$ cat src/rtl/lfcf_pkg.sv
// ----------------------------------------------------------------------------
// Lowpass feedback comb filter package
// Shared sizes, register codes, command and configuration structs, saturation.
// ----------------------------------------------------------------------------
package lfcf_pkg;

  localparam int DELAY_DEPTH   = 2048;
  localparam int SAMPLE_BITS   = 24;
  localparam int COEF_BITS     = 16;

  localparam int ADDR_BITS     = (DELAY_DEPTH > 1) ? $clog2(DELAY_DEPTH) : 1;
  localparam int LEN_BITS      = $clog2(DELAY_DEPTH + 1);
  localparam int DAMP_BITS     = COEF_BITS + 1;
  localparam int MULB_BITS     = COEF_BITS + 2;
  localparam int PROD_BITS     = SAMPLE_BITS + MULB_BITS;
  localparam int ACC_BITS      = PROD_BITS + 1;
  localparam int WIDE_BITS     = ACC_BITS - COEF_BITS;
  localparam int LEN_RESET_RAW = 1116;
  localparam int LEN_RESET     = (LEN_RESET_RAW > DELAY_DEPTH) ? DELAY_DEPTH : LEN_RESET_RAW;
  localparam int DATA_BITS     = 32;
  localparam int CFG_ADDR_BITS = 4;

  localparam logic [DAMP_BITS-1:0] UNITY  = {1'b1, {COEF_BITS{1'b0}}};
  localparam logic [COEF_BITS-1:0] FB_MAX = {COEF_BITS{1'b1}};
  localparam logic [ACC_BITS-1:0]  HALF   = ACC_BITS'(1) << (COEF_BITS - 1);

  typedef enum logic [1:0] {
    REG_DAMP         = 2'd0,
    REG_FEEDBACK     = 2'd1,
    REG_DELAY_LENGTH = 2'd2
  } reg_idx_t;

  typedef enum logic [1:0] {
    MUL_DRY  = 2'd0,
    MUL_DAMP = 2'd1,
    MUL_FB   = 2'd2
  } mul_sel_t;

  typedef struct packed {
    logic [DAMP_BITS-1:0] damp;
    logic [COEF_BITS-1:0] feedback;
    logic [LEN_BITS-1:0]  delay_length;
    logic                 clear;
  } cfg_t;

  typedef struct packed {
    logic     capture;
    logic     mul_load;
    mul_sel_t mul_sel;
    logic     acc_load;
    logic     state_load;
    logic     write_back;
  } cmd_t;

  // Clamp a widened value to the signed sample range.
  function automatic logic [SAMPLE_BITS-1:0] sat_sample(input logic [WIDE_BITS-1:0] v);
    logic [WIDE_BITS-SAMPLE_BITS:0] upper;
    upper = v[WIDE_BITS-1:SAMPLE_BITS-1];
    if ((&upper) || !(|upper)) begin
      return v[SAMPLE_BITS-1:0];
    end else if (v[WIDE_BITS-1]) begin
      return {1'b1, {(SAMPLE_BITS-1){1'b0}}};
    end else begin
      return {1'b0, {(SAMPLE_BITS-1){1'b1}}};
    end
  endfunction

endpackage

$ cat src/rtl/lfcf_cfg_regs.sv
// ----------------------------------------------------------------------------
// Lowpass feedback comb filter configuration registers
// APB-style register file for damp, feedback and delay length.
// ----------------------------------------------------------------------------
module lfcf_cfg_regs (
  input  logic                             clk,
  input  logic                             rst_n,
  input  logic                             psel,
  input  logic                             penable,
  input  logic                             pwrite,
  input  logic [lfcf_pkg::CFG_ADDR_BITS-1:0] paddr,
  input  logic [lfcf_pkg::DATA_BITS-1:0]   pwdata,
  output logic [lfcf_pkg::DATA_BITS-1:0]   prdata,
  output logic                             pready,
  output lfcf_pkg::cfg_t                   cfg
);
  import lfcf_pkg::*;

  logic [DAMP_BITS-1:0] damp_r, damp_nxt;
  logic [COEF_BITS-1:0] feedback_r, feedback_nxt;
  logic [LEN_BITS-1:0]  length_r, length_nxt;
  logic                 wr_en;
  logic                 clear;
  reg_idx_t             idx;

  assign pready = 1'b1;
  assign wr_en  = psel && penable && pwrite && pready;
  assign idx    = reg_idx_t'(paddr[CFG_ADDR_BITS-1:2]);

  always_comb begin
    damp_nxt     = damp_r;
    feedback_nxt = feedback_r;
    length_nxt   = length_r;
    clear        = 1'b0;
    if (wr_en) begin
      case (idx)
        REG_DAMP: begin
          damp_nxt = (pwdata > DATA_BITS'(UNITY)) ? UNITY : pwdata[DAMP_BITS-1:0];
        end
        REG_FEEDBACK: begin
          feedback_nxt = (pwdata > DATA_BITS'(FB_MAX)) ? FB_MAX : pwdata[COEF_BITS-1:0];
        end
        REG_DELAY_LENGTH: begin
          clear = 1'b1;
          if (pwdata == '0) begin
            length_nxt = LEN_BITS'(1);
          end else if (pwdata > DATA_BITS'(DELAY_DEPTH)) begin
            length_nxt = LEN_BITS'(DELAY_DEPTH);
          end else begin
            length_nxt = pwdata[LEN_BITS-1:0];
          end
        end
        default: begin
          clear = 1'b0;
        end
      endcase
    end
  end

  always_ff @(posedge clk) begin
    if (!rst_n) begin
      damp_r     <= '0;
      feedback_r <= '0;
      length_r   <= LEN_BITS'(LEN_RESET);
    end else begin
      damp_r     <= damp_nxt;
      feedback_r <= feedback_nxt;
      length_r   <= length_nxt;
    end
  end

  always_comb begin
    case (idx)
      REG_DAMP:         prdata = DATA_BITS'(damp_r);
      REG_FEEDBACK:     prdata = DATA_BITS'(feedback_r);
      REG_DELAY_LENGTH: prdata = DATA_BITS'(length_r);
      default:          prdata = '0;
    endcase
  end

  assign cfg.damp         = damp_r;
  assign cfg.feedback     = feedback_r;
  assign cfg.delay_length = length_r;
  assign cfg.clear        = clear;

endmodule

$ cat config.mk
export PLATFORM = sky130hd
export DESIGN_NAME = lfcf_cfg_regs
export DESIGN_NICKNAME = d
export VERILOG_FILES = /design/src/rtl/lfcf_pkg.sv /design/src/rtl/lfcf_cfg_regs.sv
export SDC_FILE = /design/constraint.sdc
export NUM_CORES = 1
export LEC_CHECK = 0
export BUFFER_PORTS_ARGS = -buffer_cell sky130_fd_sc_hd__clkbuf_2
export CORE_AREA = 2 2 63 94
export CTS_CLUSTER_DIAMETER = 60
export DETAILED_ROUTE_END_ITERATION = 6
export DIE_AREA = 0 0 65 96
export GPL_ROUTABILITY_DRIVEN = 0
export PLACE_DENSITY = 0.76
export SYNTH_ARGS = -nofsm -noshare
export SYNTH_HDL_FRONTEND = slang
export SYNTH_SLANG_ARGS = --single-unit
$ cat constraint.sdc
create_clock -name clk -period 1.59 [get_ports clk]
set_input_delay 0.0795 -clock clk [delete_from_list [all_inputs] [get_ports clk]]
set_output_delay 0.0795 -clock clk [all_outputs]
set_load 0.01 [all_outputs]
==> flow_summary.yaml <==
power_and_ir_drop:
  p_sw_uw: 591
  peakVddDrop_mv: 0.599
  clkPwrFrac: 0.387
  powerDensity_nw_per_um2: 767
  p_sw_frac: 0.252
  p_comb_frac: 0.123
  p_total_mw: 2.35
  p_seq_frac: 0.489
  p_leak_nw: 1.38
  p_int_mw: 1.76
sta:
  fin_skew_ps: 0
  setup_viol: 0
  fmax_ghz: 0.807
  hold_viol_final: 0
  fin_crit_sh: 0.779
  slew_viol_final: 0
  rsz0062_at_grt: "no"
  setup_tns_ps: 0
  layout_setup_ws_ps: 351
  period_needed_ps: 1240
die:
  start_util: 0.436
  rows: 33
  dieWidth_um: 65
  io_pins: 120
  die-height_um: 96
  coreArea_um2: 5410
  die-area_um2: 6240
synthesis:
  synthAdderAreaFrac: 0
  synth_top_area_frac: 0.382
  synth_top_family_by_area: "compound AO/OA/AOI/OAI gates"
  ys_ff_latch: 45
  synth_edf_count: 0
  async_flop_share: 0
  synth-simple-area-share: 0.177
  netlist_area_um2: 2360
  synth_ff_type: "dfxtp_1"
  synth.area.top_cells: "dfxtp_1 38%, mux2i_1 6.8%, o2bb2ai_2 6.4%"
  yosysSeqAreaShare: 0.382
  synth-compound-area-share: 0.251
  yosys_warnings: 0
  avgSynthCellArea_um2: 8.73
  yosys-mux-area-fraction: 0.0680
  synth_xor_area_frac: 0.00372
  syn-instance-count: 270
  yosysTopAreaCell: "dfxtp_1"
  synth_cell_types: 39
setup_path:
  crit_start: "pwdata[15]"
  worstSetupPathType: "in2reg"
  crit_path_start_kind: "input port"
  crit_end: "length_r[11]"
  arrival_ps: 1450
  worstReg2RegEnd: "length_r[11]"
  crit_required_ps: 1800
  cp_max_fo: 12
  reg2regPathDepth: 1
  rrSetupSlack_ps: 880
  rr_startpoint: "length_r[11]"
  end_kind: "flip-flop"
global_routing:
  antenna_found_initial: 0
  grt_pass1_vias: 2290
  grt_usage: 0.238
  grt_pass1_wl_mm: 11.4
  grt_start_max_net_pins: 44
  overflow: 0
job:
  maxCapViolCount: 0
cts:
  postCtsHoldBufs: 0
  cts_buffers: 5
  h-tree-depth: 2
  path_clk_slew_ps: 90
  cts_root_buffer: "clkbuf_8"
  post_cts_resized: 0
  cts_buffer_depth: 2
  cts_setup_buffers: 0
  clock_latency_ps: 310
  cts_tree: "built"
  clock_sinks: 45
routing:
  drt_first_pass_iters: 4
  viasPerCell: 5.45
  drtIter0Drc: 124
  antenna_left: 0
  drt-total-wl_mm: 7.20
  via_count: 2408
  drc: 0
  routedWlPerCell_um: 16.3
placed_design:
  pre_cts_slack_ps: 18.7
  dpl.hpwl_mm: 5.31
  port_buffers: 101
layout:
  drive_gt1_frac: 0.406
  fillers: 519
  area_delta_synth_final_pct: 30.0
  final_nets: 412
  layout_commonest_cell: "clkbuf_2"
  diodes: 0
  final_cell_mix: "101 x clkbuf_2, 45 x dfxtp_1, 27 x o21ai_0"
outcome:
  outcome: "finished clean"
min_path:
  hold_class: "in2reg"
final cells by class:
| class | count | area, µm² | area share |
|---|---|---|---|
| clock buffers | 6 | 82.6 | 0.0270 |
| clock inverters | 2 | 37.5 | 0.0123 |
| inverters | 7 | 26.3 | 0.00858 |
| multi-input cells | 191 | 1250 | 0.407 |
| flip-flops and latches | 45 | 901 | 0.294 |
| well taps | 70 | 87.6 | 0.0286 |
| repair buffers | 121 | 681 | 0.222 |
power by group through the flow:
| stage | Sequential [mW] | Clock [mW] | Combinational (mW) |
|---|---|---|---|
| 2_1_floorplan | 1.18 | 0 | 0.169 |
| 3_3_place_gp | 1.17 | 0 | 0.284 |
| 3_5_place_dp | 1.18 | 0 | 0.286 |
| 4_1_cts | 1.15 | 0.913 | 0.287 |
| 5_1_grt | 1.15 | 0.956 | 0.316 |
| 6_report | 1.15 | 0.910 | 0.289 |
metal layers:
layer,GRT usage,part of all wire,vias to the layer above
met5,0,0,-
met4,0.113,0.026,0
met3,0.0444,0.065,17
met2,0.398,0.51,112
met1,0.295,0.40,1127
li1,-,-,1152
worst min-delay path by stage:
stage                           from     endpoint  slack [ps]  cells past startpoint
after CTS                 pwdata[15]   damp_r[15]          50                      3
after floorplan            pwdata[1]  length_r[1]         220                      2
after detailed placement  pwdata[15]   damp_r[15]         370                      3
final                      pwdata[9]  length_r[9]          50                      3
after global routing       pwdata[4]    damp_r[4]          70                      3
after global placement    pwdata[14]   damp_r[14]         360                      3
cell usage after synthesis (all sizes together), types with 2 or more instances:
library cell / count
a31oi: 6
conb: 2
mux2i: 16
nor4: 5
nor2: 18
nand3: 9
nand2: 18
nor3: 3
inv: 6
o21ai: 28
nor3b: 2
clkbuf: 14
nor2b: 2
o2bb2ai: 15
nand4: 15
o31ai: 10
a21oi: 17
dfxtp: 45
buf: 27
through the flow:
step                 util  instance area (µm²)  instances  hold slack (ps)
floorplan               -                 2410        284              219
global placement    0.544                 2940        434              364
detailed placement  0.544                 2940        434              367
CTS                 0.566                 3060        442             50.0
global route        0.566                 3060        442             67.1
finish              0.566                 3060        442             50.7
worst max-delay path: stages:
cell	delay, ps
clkbuf_2	110
or4_4	550
nor2_2	110
nand3_2	270
o221a_2	330
registers in the layout (all words and copies together) (netlist names):
register and cells:
feedback_r 16, length_r 12, damp_r 17
cell families (layout without fill, tap and decap cells):
family,Yosys count,count (layout)
DFF,45,45
and+or+nand+nor,78,78
buffers and inverters,48,136
muxes,16,16
xor gates and xnor gates,1,1
other,2,16
AOI/OAI and AO/OA,80,80
Power figures use the tool's default switching activity.
