$ cat src/rtl/lfcf_pkg.sv
// ----------------------------------------------------------------------------
// Lowpass feedback comb filter package
// Shared sizes, register codes, command and configuration structs, saturation.
// ----------------------------------------------------------------------------
package lfcf_pkg;

  localparam int DELAY_DEPTH   = 2048;
  localparam int SAMPLE_BITS   = 24;
  localparam int COEF_BITS     = 16;

  localparam int ADDR_BITS     = (DELAY_DEPTH > 1) ? $clog2(DELAY_DEPTH) : 1;
  localparam int LEN_BITS      = $clog2(DELAY_DEPTH + 1);
  localparam int DAMP_BITS     = COEF_BITS + 1;
  localparam int MULB_BITS     = COEF_BITS + 2;
  localparam int PROD_BITS     = SAMPLE_BITS + MULB_BITS;
  localparam int ACC_BITS      = PROD_BITS + 1;
  localparam int WIDE_BITS     = ACC_BITS - COEF_BITS;
  localparam int LEN_RESET_RAW = 1116;
  localparam int LEN_RESET     = (LEN_RESET_RAW > DELAY_DEPTH) ? DELAY_DEPTH : LEN_RESET_RAW;
  localparam int DATA_BITS     = 32;
  localparam int CFG_ADDR_BITS = 4;

  localparam logic [DAMP_BITS-1:0] UNITY  = {1'b1, {COEF_BITS{1'b0}}};
  localparam logic [COEF_BITS-1:0] FB_MAX = {COEF_BITS{1'b1}};
  localparam logic [ACC_BITS-1:0]  HALF   = ACC_BITS'(1) << (COEF_BITS - 1);

  typedef enum logic [1:0] {
    REG_DAMP         = 2'd0,
    REG_FEEDBACK     = 2'd1,
    REG_DELAY_LENGTH = 2'd2
  } reg_idx_t;

  typedef enum logic [1:0] {
    MUL_DRY  = 2'd0,
    MUL_DAMP = 2'd1,
    MUL_FB   = 2'd2
  } mul_sel_t;

  typedef struct packed {
    logic [DAMP_BITS-1:0] damp;
    logic [COEF_BITS-1:0] feedback;
    logic [LEN_BITS-1:0]  delay_length;
    logic                 clear;
  } cfg_t;

  typedef struct packed {
    logic     capture;
    logic     mul_load;
    mul_sel_t mul_sel;
    logic     acc_load;
    logic     state_load;
    logic     write_back;
  } cmd_t;

  // Clamp a widened value to the signed sample range.
  function automatic logic [SAMPLE_BITS-1:0] sat_sample(input logic [WIDE_BITS-1:0] v);
    logic [WIDE_BITS-SAMPLE_BITS:0] upper;
    upper = v[WIDE_BITS-1:SAMPLE_BITS-1];
    if ((&upper) || !(|upper)) begin
      return v[SAMPLE_BITS-1:0];
    end else if (v[WIDE_BITS-1]) begin
      return {1'b1, {(SAMPLE_BITS-1){1'b0}}};
    end else begin
      return {1'b0, {(SAMPLE_BITS-1){1'b1}}};
    end
  endfunction

endpackage

$ cat src/rtl/lfcf_ctrl.sv
// ----------------------------------------------------------------------------
// Lowpass feedback comb filter controller
// Sequences the shared multiplier, the line access and the result handshake.
// ----------------------------------------------------------------------------
module lfcf_ctrl (
  input  logic           clk,
  input  logic           rst_n,
  input  logic           in_valid,
  output logic           in_ready,
  output logic           out_valid,
  input  logic           out_ready,
  output lfcf_pkg::cmd_t cmd
);
  import lfcf_pkg::*;

  typedef enum logic [5:0] {
    ST_IDLE = 6'b000001,
    ST_DRY  = 6'b000010,
    ST_DAMP = 6'b000100,
    ST_UPD  = 6'b001000,
    ST_FB   = 6'b010000,
    ST_WR   = 6'b100000
  } state_t;

  state_t state_r, state_nxt;
  logic   out_valid_r, out_valid_nxt;

  assign in_ready  = (state_r == ST_IDLE);
  assign out_valid = out_valid_r;

  always_comb begin
    state_nxt = state_r;
    cmd       = '0;
    cmd.mul_sel = MUL_DRY;
    case (state_r)
      ST_IDLE: begin
        if (in_valid) begin
          cmd.capture = 1'b1;
          state_nxt   = ST_DRY;
        end
      end
      ST_DRY: begin
        cmd.mul_load = 1'b1;
        cmd.mul_sel  = MUL_DRY;
        state_nxt    = ST_DAMP;
      end
      ST_DAMP: begin
        cmd.mul_load = 1'b1;
        cmd.mul_sel  = MUL_DAMP;
        cmd.acc_load = 1'b1;
        state_nxt    = ST_UPD;
      end
      ST_UPD: begin
        cmd.state_load = 1'b1;
        state_nxt      = ST_FB;
      end
      ST_FB: begin
        cmd.mul_load = 1'b1;
        cmd.mul_sel  = MUL_FB;
        state_nxt    = ST_WR;
      end
      ST_WR: begin
        // The line is written only once the output register is free.
        if (!out_valid_r || out_ready) begin
          cmd.write_back = 1'b1;
          state_nxt      = ST_IDLE;
        end
      end
      default: begin
        state_nxt = ST_IDLE;
      end
    endcase
  end

  always_comb begin
    if (cmd.write_back) begin
      out_valid_nxt = 1'b1;
    end else if (out_ready) begin
      out_valid_nxt = 1'b0;
    end else begin
      out_valid_nxt = out_valid_r;
    end
  end

  always_ff @(posedge clk) begin
    if (!rst_n) begin
      state_r     <= ST_IDLE;
      out_valid_r <= 1'b0;
    end else begin
      state_r     <= state_nxt;
      out_valid_r <= out_valid_nxt;
    end
  end

endmodule

$ cat config.mk
export PLATFORM = sky130hd
export DESIGN_NAME = lfcf_ctrl
export DESIGN_NICKNAME = d
export VERILOG_FILES = /design/src/rtl/lfcf_pkg.sv /design/src/rtl/lfcf_ctrl.sv
export SDC_FILE = /design/constraint.sdc
export NUM_CORES = 1
export LEC_CHECK = 0
export BUFFER_PORTS_ARGS = -buffer_cell sky130_fd_sc_hd__buf_4
export CAP_MARGIN = 0
export CORE_AREA = 2 2 39 41
export CTS_CLUSTER_SIZE = 10
export DETAILED_ROUTE_END_ITERATION = 7
export DIE_AREA = 0 0 41 43
export PLACE_DENSITY = 0.58
export SYNTH_ARGS = -nofsm -noshare
export SYNTH_HDL_FRONTEND = slang
export SYNTH_SLANG_ARGS = --single-unit
$ cat constraint.sdc
create_clock -name clk -period 2.67 [get_ports clk]
set_input_delay 0.1335 -clock clk [delete_from_list [all_inputs] [get_ports clk]]
set_output_delay 0.1335 -clock clk [all_outputs]
set_load 0.03 [all_outputs]
==> impl_metrics.py, run 1 <==
metrics = {
    "die": {
        "die_w_um": 41,
        "coreArea_mm2": 0.00138,
        "start_util": 0.325,
        "num_rows": 14,
        "die_h_um": 43,
        "die_area_mm2": 0.00176,
        "ioPinCount": 13,
    },
    "clock_network": {
        "cts_resized": 0,
        "hold_buffers": 0,
        "tritoncts": "yes",
        "clkSinkCount": 7,
        "clkLatencyLatePin_ns": 0.25,
        "cts-root-buf": "clkbuf_4",
        "cts_buffer_depth": 2,
        "cts_buffers": 3,
        "h-tree-depth": 1,
        "cts.clk_slew.worst_paths_ns": 0.05,
        "cts_setup_buffers": 0,
    },
    "sta": {
        "fin_worst_skew_ns": 0.000753,
        "finalSetupViolations": 0,
        "final.setup.tns_ns": 0,
        "period_minus_slack_ns": 1.86,
        "max_slew_margin": 0.600,
        "period_share": 0.698,
        "tightest_slew_ns": 0.594,
        "fmax_ghz": 0.537,
        "drv_slew": 0,
        "hold_viol": 0,
        "rsz0062_at_grt": "false",
        "hold_ws_ns": 0.152,
    },
    "placement": {
        "port_buffers": 12,
        "hpwl_um": 684,
        "place_inst": 72,
        "place_area_um2": 531,
        "gp_congestion": 0.726,
    },
    "synthesis": {
        "async_flop_share": 0,
        "synth_most_common_cell": "dfxtp_1",
        "yosys.area.top_type": "dfxtp_1",
        "yosys-top-cells-count": "dfxtp_1 (7), nor2_1 (4), nor4_1 (3), o21ai_0 (3)",
        "yosys.area.top_type_share": 0.312,
        "synth_enable_flop_cells": 0,
        "ys_seq_elements": 7,
        "ys_seq_area_frac": 0.312,
        "syn-cell-area_um2": 449,
        "synthFlopType": "dfxtp_1",
        "netlist_instances": 48,
        "ys_top_cells_by_area": "dfxtp_1 (31%), and4b_2 (5.0%), o31ai_4 (4.7%), and3b_2 (4.5%), nor4_1 (4.2%)",
        "yosys_warnings": 0,
        "synth_cell_types": 28,
        "syn_area_per_cell_um2": 9.36,
        "syn_nets": 52,
    },
    "layout": {
        "drive_gt1_frac": 0.383,
        "fin_cells": 76,
        "area_delta_synth_final_pct": 24.0,
        "antenna_cells": 0,
        "stdcell_area_um2": 557,
        "fin_nets": 65,
    },
    "drt": {
        "avgRoutedWirePerCell_um": 12.0,
        "vias": 404,
        "ant_nets": 0,
        "drt_iter0_drc": 8,
        "via_per_inst": 5.32,
        "routed_wl_um": 910,
        "drtPass1Iterations": 3,
        "remaining_drc_errors": 0,
    },
    "job": {
        "timing.max_cap.violations": 0,
    },
    "power_and_ir_drop": {
        "p_leak_nw": 0.243,
        "vdd_ir_drop_max_v": 0.000198,
        "power_density_mw_per_mm2": 485,
    },
    "status": {
        "outcome": "finished, final reports clean",
    },
    "global_route": {
        "antenna_found_initial": 0,
        "grt_pass1_vias": 349,
        "grt_util_all_layers": 0.132,
        "grt_overflow_total": 0,
        "grt_max_degree": 11,
        "grt_pass1_wl_um": 1460,
    },
    "setup_path": {
        "endpoint_kind": "output pin",
        "critPathMaxStageDelay_ns": 0.51,
        "cp_cell_sequence": "or4b_1 -> or3_1 -> inv_1 -> buf_4",
        "critPathLaunchType": "flip-flop",
        "path_class": "reg2out",
        "cp.arrival_ns": 1.73,
        "crit_slowest_cell": "or4b_1",
        "cp_max_fo": 10,
        "crit_required_ns": 2.54,
    },
    "worst_hold_path": {
        "hp-class": "in2reg",
    },
}
==> critical path: cells and delay by family, from the launching register on <==
kind          cells  cell delay [ns]
buf+inv           2             0.22
flops             1             0.40
simple gates      2             0.86
==> cell type report <==
| type | count | area [um^2] |
|---|---|---|
| clock buffer | 4 | 26.3 |
| fill | 146 | 827 |
| inverter | 1 | 3.75 |
| multi-input combinational | 36 | 277 |
| sequential | 7 | 140 |
| tap | 16 | 20.0 |
| timing repair buffer | 12 | 90.1 |
==> logic make-up after synthesis <==
family | after synthesis | share of synthesized area
AO/OA/AOI/OAI | 9 | 0.173
XOR/XNOR | 2 | 0.0390
buffers and inverters | 5 | 0.0724
flip-flops | 7 | 0.312
AND/OR/NAND/NOR | 25 | 0.404
==> placed cells by master (no fill, tap or decap) <==
cell      synthesis  layout
xor2_1            2       2
a21oi_2           1       1
a21boi_0          1       1
o22a_1            1       1
buf_4             1      12
dfxtp_1           7       7
clkbuf_1          0       1
and2_1            2       2
or3_1             1       1
or4_4             1       1
and3b_2           2       2
inv_1             1       1
nor4bb_1          1       1
o31ai_4           1       1
nor2_1            4       4
or4b_1            1       1
o21ai_0           3       3
a22oi_1           1       1
and4bb_2          1       1
nand2b_1          2       2
nor4_1            3       3
o311ai_1          1       1
nand2_1           1       1
nand3b_1          1       1
and3_1            1       1
and4b_2           2       2
clkbuf_4          0       3
nor2b_1           2       2
==> per-stage QoR <==
step                setup WS, ns  power, W  utilization
global placement            1.08  0.000174        0.383
detailed placement          1.07  0.000174        0.383
finish                     0.806  0.000270        0.402
floorplan                  0.755  0.000157            -
CTS                        0.798  0.000273        0.402
global route               0.704  0.000288        0.402
==> layer usage <==
| metal | vias to the layer above | part of all wire | global-route usage |
|---|---|---|---|
| met2 | 12 | 0.47 | 0.181 |
| met1 | 186 | 0.45 | 0.149 |
| li1 | 202 | - | - |
| met3 | 4 | 0.053 | 0.0628 |
| met4 | 0 | 0.023 | 0.100 |
| met5 | - | 0 | 0 |
==> power by group <==
group | total [W] | internal, W | switching, W | leakage, nW
sequential | 0.000115 | 0.000108 | 0.00000732 | 0.0569
clock | 0.0000981 | 0.0000572 | 0.0000409 | 0.0150
combinational | 0.0000565 | 0.0000245 | 0.0000320 | 0.171
==> registers in the layout, indices dropped and copies added, names as in the netlist <==
name,flops
state_r,6
out_valid,1
==> worst paths after layout <==
path / start / end / slack, ns / depth (start not counted)
hold reg to reg: out_valid / out_valid / 0.52 / 2
hold / removal: in_valid / state_r[1] / 0.15 / 2
setup / recovery: state_r[1] / cmd[4] / 0.81 / 4
setup reg to reg: state_r[5] / state_r[0] / 1.17 / 3
No activity file was read; power rests on OpenSTA's default activity.
==> run 2: changes to the inputs <==
Settings changed: ABC_AREA from default to 1.
Clock period 2.67 ns to 1.6 ns, I/O delays scaled along.
==> impl_metrics.py, run 2 <==
metrics = {
    "power_and_ir_drop": {
        "vdd_ir_drop_max_v": 0.000535,
        "p_leak_nw": 0.314,
        "power_density_mw_per_mm2": 808,
    },
    "die": {
        "start_util": 0.307,
        "num_rows": 14,
        "die_h_um": 43,
        "die_w_um": 41,
        "coreArea_mm2": 0.00138,
        "die_area_mm2": 0.00176,
        "ioPinCount": 13,
    },
    "sta": {
        "fin_worst_skew_ns": 0.000298,
        "period_minus_slack_ns": 1.35,
        "fmax_ghz": 0.743,
        "drv_slew": 0,
        "rsz0062_at_grt": "false",
        "period_share": 0.841,
        "hold_ws_ns": 0.0452,
        "finalSetupViolations": 0,
        "tightest_slew_ns": 0.199,
        "hold_viol": 0,
        "setup_ws_ns": 0.254,
        "final.setup.tns_ns": 0,
        "max_slew_margin": 0.867,
    },
    "drt": {
        "drt_iter0_drc": 10,
        "via_per_inst": 4.22,
        "remaining_drc_errors": 0,
        "ant_nets": 0,
        "routed_wl_um": 834,
        "vias": 380,
        "drtPass1Iterations": 4,
        "avgRoutedWirePerCell_um": 9.27,
    },
    "setup_path": {
        "crit_slowest_cell": "dfxtp_1",
        "cp_cell_sequence": "inv_1 -> nor2_1 -> nand3_2 -> nand2_1 -> nor2_2 -> inv_1 -> buf_4",
        "path_common_cell": "inv_1",
        "critPathLaunchType": "flip-flop",
        "path_class": "reg2out",
        "critPathMaxStageDelay_ns": 0.38,
        "endpoint_kind": "output pin",
        "cp.arrival_ns": 1.27,
        "crit_required_ns": 1.52,
        "cp_max_fo": 4,
    },
    "placement": {
        "place_ws_ns": 0.524,
        "hpwl_um": 687,
        "place_area_um2": 528,
        "gp_congestion": 0.716,
        "port_buffers": 12,
    },
    "global_route": {
        "antenna_found_initial": 0,
        "grt_pass1_vias": 363,
        "grt_max_degree": 7,
        "grt_pass1_wl_um": 1480,
        "grt_util_all_layers": 0.134,
        "grt_overflow_total": 0,
    },
    "layout": {
        "stdcell_area_um2": 554,
        "largest-register": "state_r",
        "area_delta_synth_final_pct": 30.3,
        "largest_register_ff_count": 6,
        "fin_nets": 79,
        "drive_gt1_frac": 0.432,
        "antenna_cells": 0,
        "fill_cells": 150,
        "final_common_cell": "inv_1",
        "mostFrequentLayoutCells": "inv_1 (14), buf_4 (12), nor2_1 (9)",
    },
    "clock_network": {
        "tritoncts": "yes",
        "cts_buffer_depth": 2,
        "cts-root-buf": "clkbuf_4",
        "cts_resized": 0,
        "cts.clk_slew.worst_paths_ns": 0.05,
        "hold_buffers": 0,
        "clkLatencyLatePin_ns": 0.25,
        "clkSinkCount": 7,
        "cts_buffers": 3,
        "h-tree-depth": 1,
        "cts_setup_buffers": 0,
    },
    "status": {
        "outcome": "finished, final reports clean",
    },
    "synthesis": {
        "ys_top_cells_by_area": "dfxtp_1 (33%), inv_1 (12%), nor2_2 (10%), nor2_1 (7.9%), nor2_4 (7.9%)",
        "ys_seq_elements": 7,
        "async_flop_share": 0,
        "syn-cell-area_um2": 425,
        "netlist_instances": 59,
        "syn_area_per_cell_um2": 7.21,
        "yosys_warnings": 0,
        "synth_cell_types": 15,
        "synthFlopType": "dfxtp_1",
        "ys_seq_area_frac": 0.329,
        "synth_most_common_cell": "inv_1",
        "synth_enable_flop_cells": 0,
        "yosys.area.top_type": "dfxtp_1",
        "yosys-top-cells-count": "inv_1 (14), nor2_1 (9), dfxtp_1 (7), nor2_2 (7), nand2_1 (6)",
        "syn_nets": 63,
        "yosys.area.top_type_share": 0.329,
    },
    "job": {
        "timing.max_cap.violations": 0,
    },
    "worst_hold_path": {
        "hp-class": "in2reg",
    },
}
[run 2: logic make-up after synthesis]
kind of cell           synth area share
and+or+nand+nor                   0.488
buffers and inverters             0.150
DFF                               0.329
AOI/OAI and AO/OA                0.0323
[run 2: final cells by class]
class / count / area (um^2) / area share
Multi-Input combinational cell: 36 / 221 / 0.400
Sequential cell: 7 / 140 / 0.253
Timing Repair Buffer: 12 / 90.1 / 0.163
Inverter: 15 / 56.3 / 0.102
Clock buffer: 4 / 26.3 / 0.0474
Tap cell: 16 / 20.0 / 0.0361
[run 2: final timing paths]
kind / slack [ns] / cells after the start / endpoint / startpoint
max: 0.25 / 7 / cmd[5] / state_r[2]
min: 0.05 / 3 / state_r[4] / rst_n
max reg2reg: 0.55 / 6 / state_r[0] / out_valid
min reg2reg: 0.53 / 2 / state_r[2] / state_r[1]
[run 2: worst max-delay path: cells and delay by family (launching register included)]
kind | cells | cell delay (ns)
buffers and inverters | 3 | 0.27
DFF | 1 | 0.38
and+or+nand+nor | 4 | 0.38
[run 2: through the flow]
step	util	total power, W	instances
global placement	0.382	0.000290	86
floorplan	-	0.000261	59
CTS	0.401	0.000459	90
detailed placement	0.382	0.000291	86
finish	0.401	0.000448	90
global route	0.401	0.000479	90
[run 2: report_power, final]
| part | switching [W] | internal [W] | leakage [nW] | total, W |
|---|---|---|---|---|
| sequential | 0.00000499 | 0.000181 | 0.0569 | 0.000186 |
| combinational | 0.0000634 | 0.0000370 | 0.243 | 0.000100 |
| clock | 0.0000661 | 0.0000952 | 0.0150 | 0.000161 |
| total | 0.000135 | 0.000313 | 0.314 | 0.000448 |
[run 2: layer usage]
| metal | part of all wire | global-route usage |
|---|---|---|
| met1 | 0.45 | 0.157 |
| met3 | 0.054 | 0.0471 |
| met4 | 0.023 | 0.120 |
| met2 | 0.47 | 0.181 |
| met5 | 0 | 0 |
==> run 3: changes to the inputs <==
Clock period 1.6 ns to 1.2 ns, I/O delays scaled along.
==> impl_metrics.py, run 3 (same netlist as run 2, synthesis figures left out) <==
metrics = {
    "status": {
        "outcome": "complete, but fails checks",
        "violations": "setup timing",
    },
    "die": {
        "die_h_um": 43,
        "die_area_mm2": 0.00176,
        "ioPinCount": 13,
        "start_util": 0.307,
        "num_rows": 14,
        "die_w_um": 41,
        "coreArea_mm2": 0.00138,
    },
    "setup_path": {
        "rrSetupSlack_ns": 0.03,
        "endpoint_kind": "output pin",
        "cp_cell_sequence": "nor2_4 -> nand2_2 -> nor2_4 -> nor2_4 -> inv_2 -> buf_6",
        "r2r_start": "state_r[5]",
        "critPathLaunchType": "flip-flop",
        "crit_slowest_cell": "dfxtp_4",
        "crit_required_ns": 1.14,
        "cp.arrival_ns": 1.24,
        "cp_max_fo": 4,
        "worstReg2RegEnd": "state_r[4]",
        "path_common_cell": "nor2_4",
        "rr_worst_depth": 7,
        "path_class": "reg2out",
        "critPathMaxStageDelay_ns": 0.35,
    },
    "sta": {
        "fmax_ghz": 0.767,
        "hold_viol": 0,
        "setup_ws_ns": -0.105,
        "finalSetupViolations": 4,
        "tightest_slew_ns": 0.198,
        "period_minus_slack_ns": 1.30,
        "period_share": 1.09,
        "fin_worst_skew_ns": 0.00256,
        "drv_slew": 0,
        "final.setup.tns_ns": -0.311,
        "max_slew_margin": 0.868,
        "rsz0062_at_grt": "true",
    },
    "global_route": {
        "grt_pass1_wl_um": 1460,
        "grt_pass1_vias": 370,
        "antenna_found_initial": 0,
        "grt_max_degree": 7,
        "grt_overflow_total": 0,
        "grt_util_all_layers": 0.128,
    },
    "drt": {
        "drt_iter0_drc": 3,
        "remaining_drc_errors": 0,
        "ant_nets": 0,
        "via_per_inst": 4.23,
        "avgRoutedWirePerCell_um": 9.51,
        "drtPass1Iterations": 4,
        "vias": 402,
        "routed_wl_um": 903,
    },
    "worst_hold_path": {
        "hp-start": "rst_n",
        "whs_endpoint": "state_r[4]",
        "worst_hold_path.num_cells": 3,
        "hp-class": "in2reg",
    },
    "layout": {
        "largest-register": "state_r",
        "area_delta_synth_final_pct": 60.9,
        "mostFrequentLayoutCells": "inv_1 (10), buf_4 (10), nor2_4 (9)",
        "drive_gt1_frac": 0.684,
        "fin_nets": 84,
        "fill_cells": 135,
        "antenna_cells": 0,
        "largest_register_ff_count": 6,
    },
    "power_and_ir_drop": {
        "vdd_ir_drop_max_v": 0.000725,
        "p_total_w": 0.000658,
        "p_leak_nw": 0.344,
        "power_density_mw_per_mm2": 962,
    },
    "clock_network": {
        "cts.clk_slew.worst_paths_ns": 0.05,
        "h-tree-depth": 1,
        "hold_buffers": 0,
        "cts_buffer_depth": 2,
        "clkSinkCount": 7,
        "cts-root-buf": "clkbuf_4",
        "cts_buffers": 3,
        "tritoncts": "yes",
        "clkLatencyLatePin_ns": 0.26,
    },
    "placement": {
        "hpwl_um": 636,
        "gp_congestion": 0.690,
        "port_buffers": 12,
    },
    "job": {
        "timing.max_cap.violations": 0,
    },
}
run 3: cell types whose count changed in the layout (fill, tap and decap cells not counted), sizes merged:
| cell | delta |
|---|---|
| buf | +5 |
run 3: layout make-up:
| cell class | count | area (um^2) | share of cell area |
|---|---|---|---|
| Tap cell | 16 | 20.0 | 0.0293 |
| Sequential cell | 7 | 151 | 0.221 |
| Inverter | 15 | 56.3 | 0.0823 |
| Clock buffer | 4 | 26.3 | 0.0384 |
| Multi-Input combinational cell | 36 | 277 | 0.404 |
| Timing Repair Buffer | 17 | 154 | 0.225 |
run 3: report_power, final:
| part | leakage (nW) | internal, W | total (W) | switching, W |
|---|---|---|---|---|
| Sequential | 0.0599 | 0.000241 | 0.000250 | 0.00000907 |
| Clock | 0.0150 | 0.000127 | 0.000223 | 0.0000958 |
| Combinational | 0.269 | 0.0000814 | 0.000185 | 0.000104 |
run 3: metal layers:
layer	share of wire	global-route usage	up-vias
li1	-	-	214
met3	0.073	0.0471	3
met5	0	0	-
met4	0.025	0.0800	0
met2	0.50	0.191	15
met1	0.40	0.146	170
run 3: critical path, delay by kind of cell, from the launching register on:
kind / cells / cell delay, ns
buffers and inverters: 2 / 0.15
DFF: 1 / 0.35
and+or+nand+nor: 4 / 0.47
run 3: stage by stage:
| stage | util | area [um^2] | hold WS, ns | setup WS, ns | std cells |
|---|---|---|---|---|---|
| 2_1_floorplan | - | 427 | 0.186 | 0.0720 | 59 |
| 3_3_place_gp | 0.382 | 529 | 0.298 | 0.134 | 86 |
| 3_5_place_dp | 0.382 | 529 | 0.285 | 0.140 | 86 |
| 4_1_cts | 0.437 | 604 | 0.0224 | -0.0864 | 92 |
| 5_1_grt | 0.495 | 684 | 0.0323 | -0.155 | 95 |
| 6_report | 0.495 | 684 | 0.0199 | -0.105 | 95 |
run 3: how the worst max path moves through the flow:
stage / startpoint / endpoint / slack (ns) / cells after the start
finish: state_r[5] / cmd[5] / -0.10 / 6
global placement: state_r[2] / cmd[5] / 0.13 / 7
detailed placement: state_r[2] / cmd[5] / 0.14 / 7
CTS: state_r[4] / cmd[5] / -0.09 / 6
global route: state_r[5] / cmd[5] / -0.16 / 6
floorplan: state_r[5] / state_r[4] / 0.07 / 5
run 3: repair_timing:
item,CTS,global route
pin swaps,6,5
setup endpoints to repair,7,10
resized for setup,13,18
setup buffers,2,3
endpoints found under the hold margin,0,0
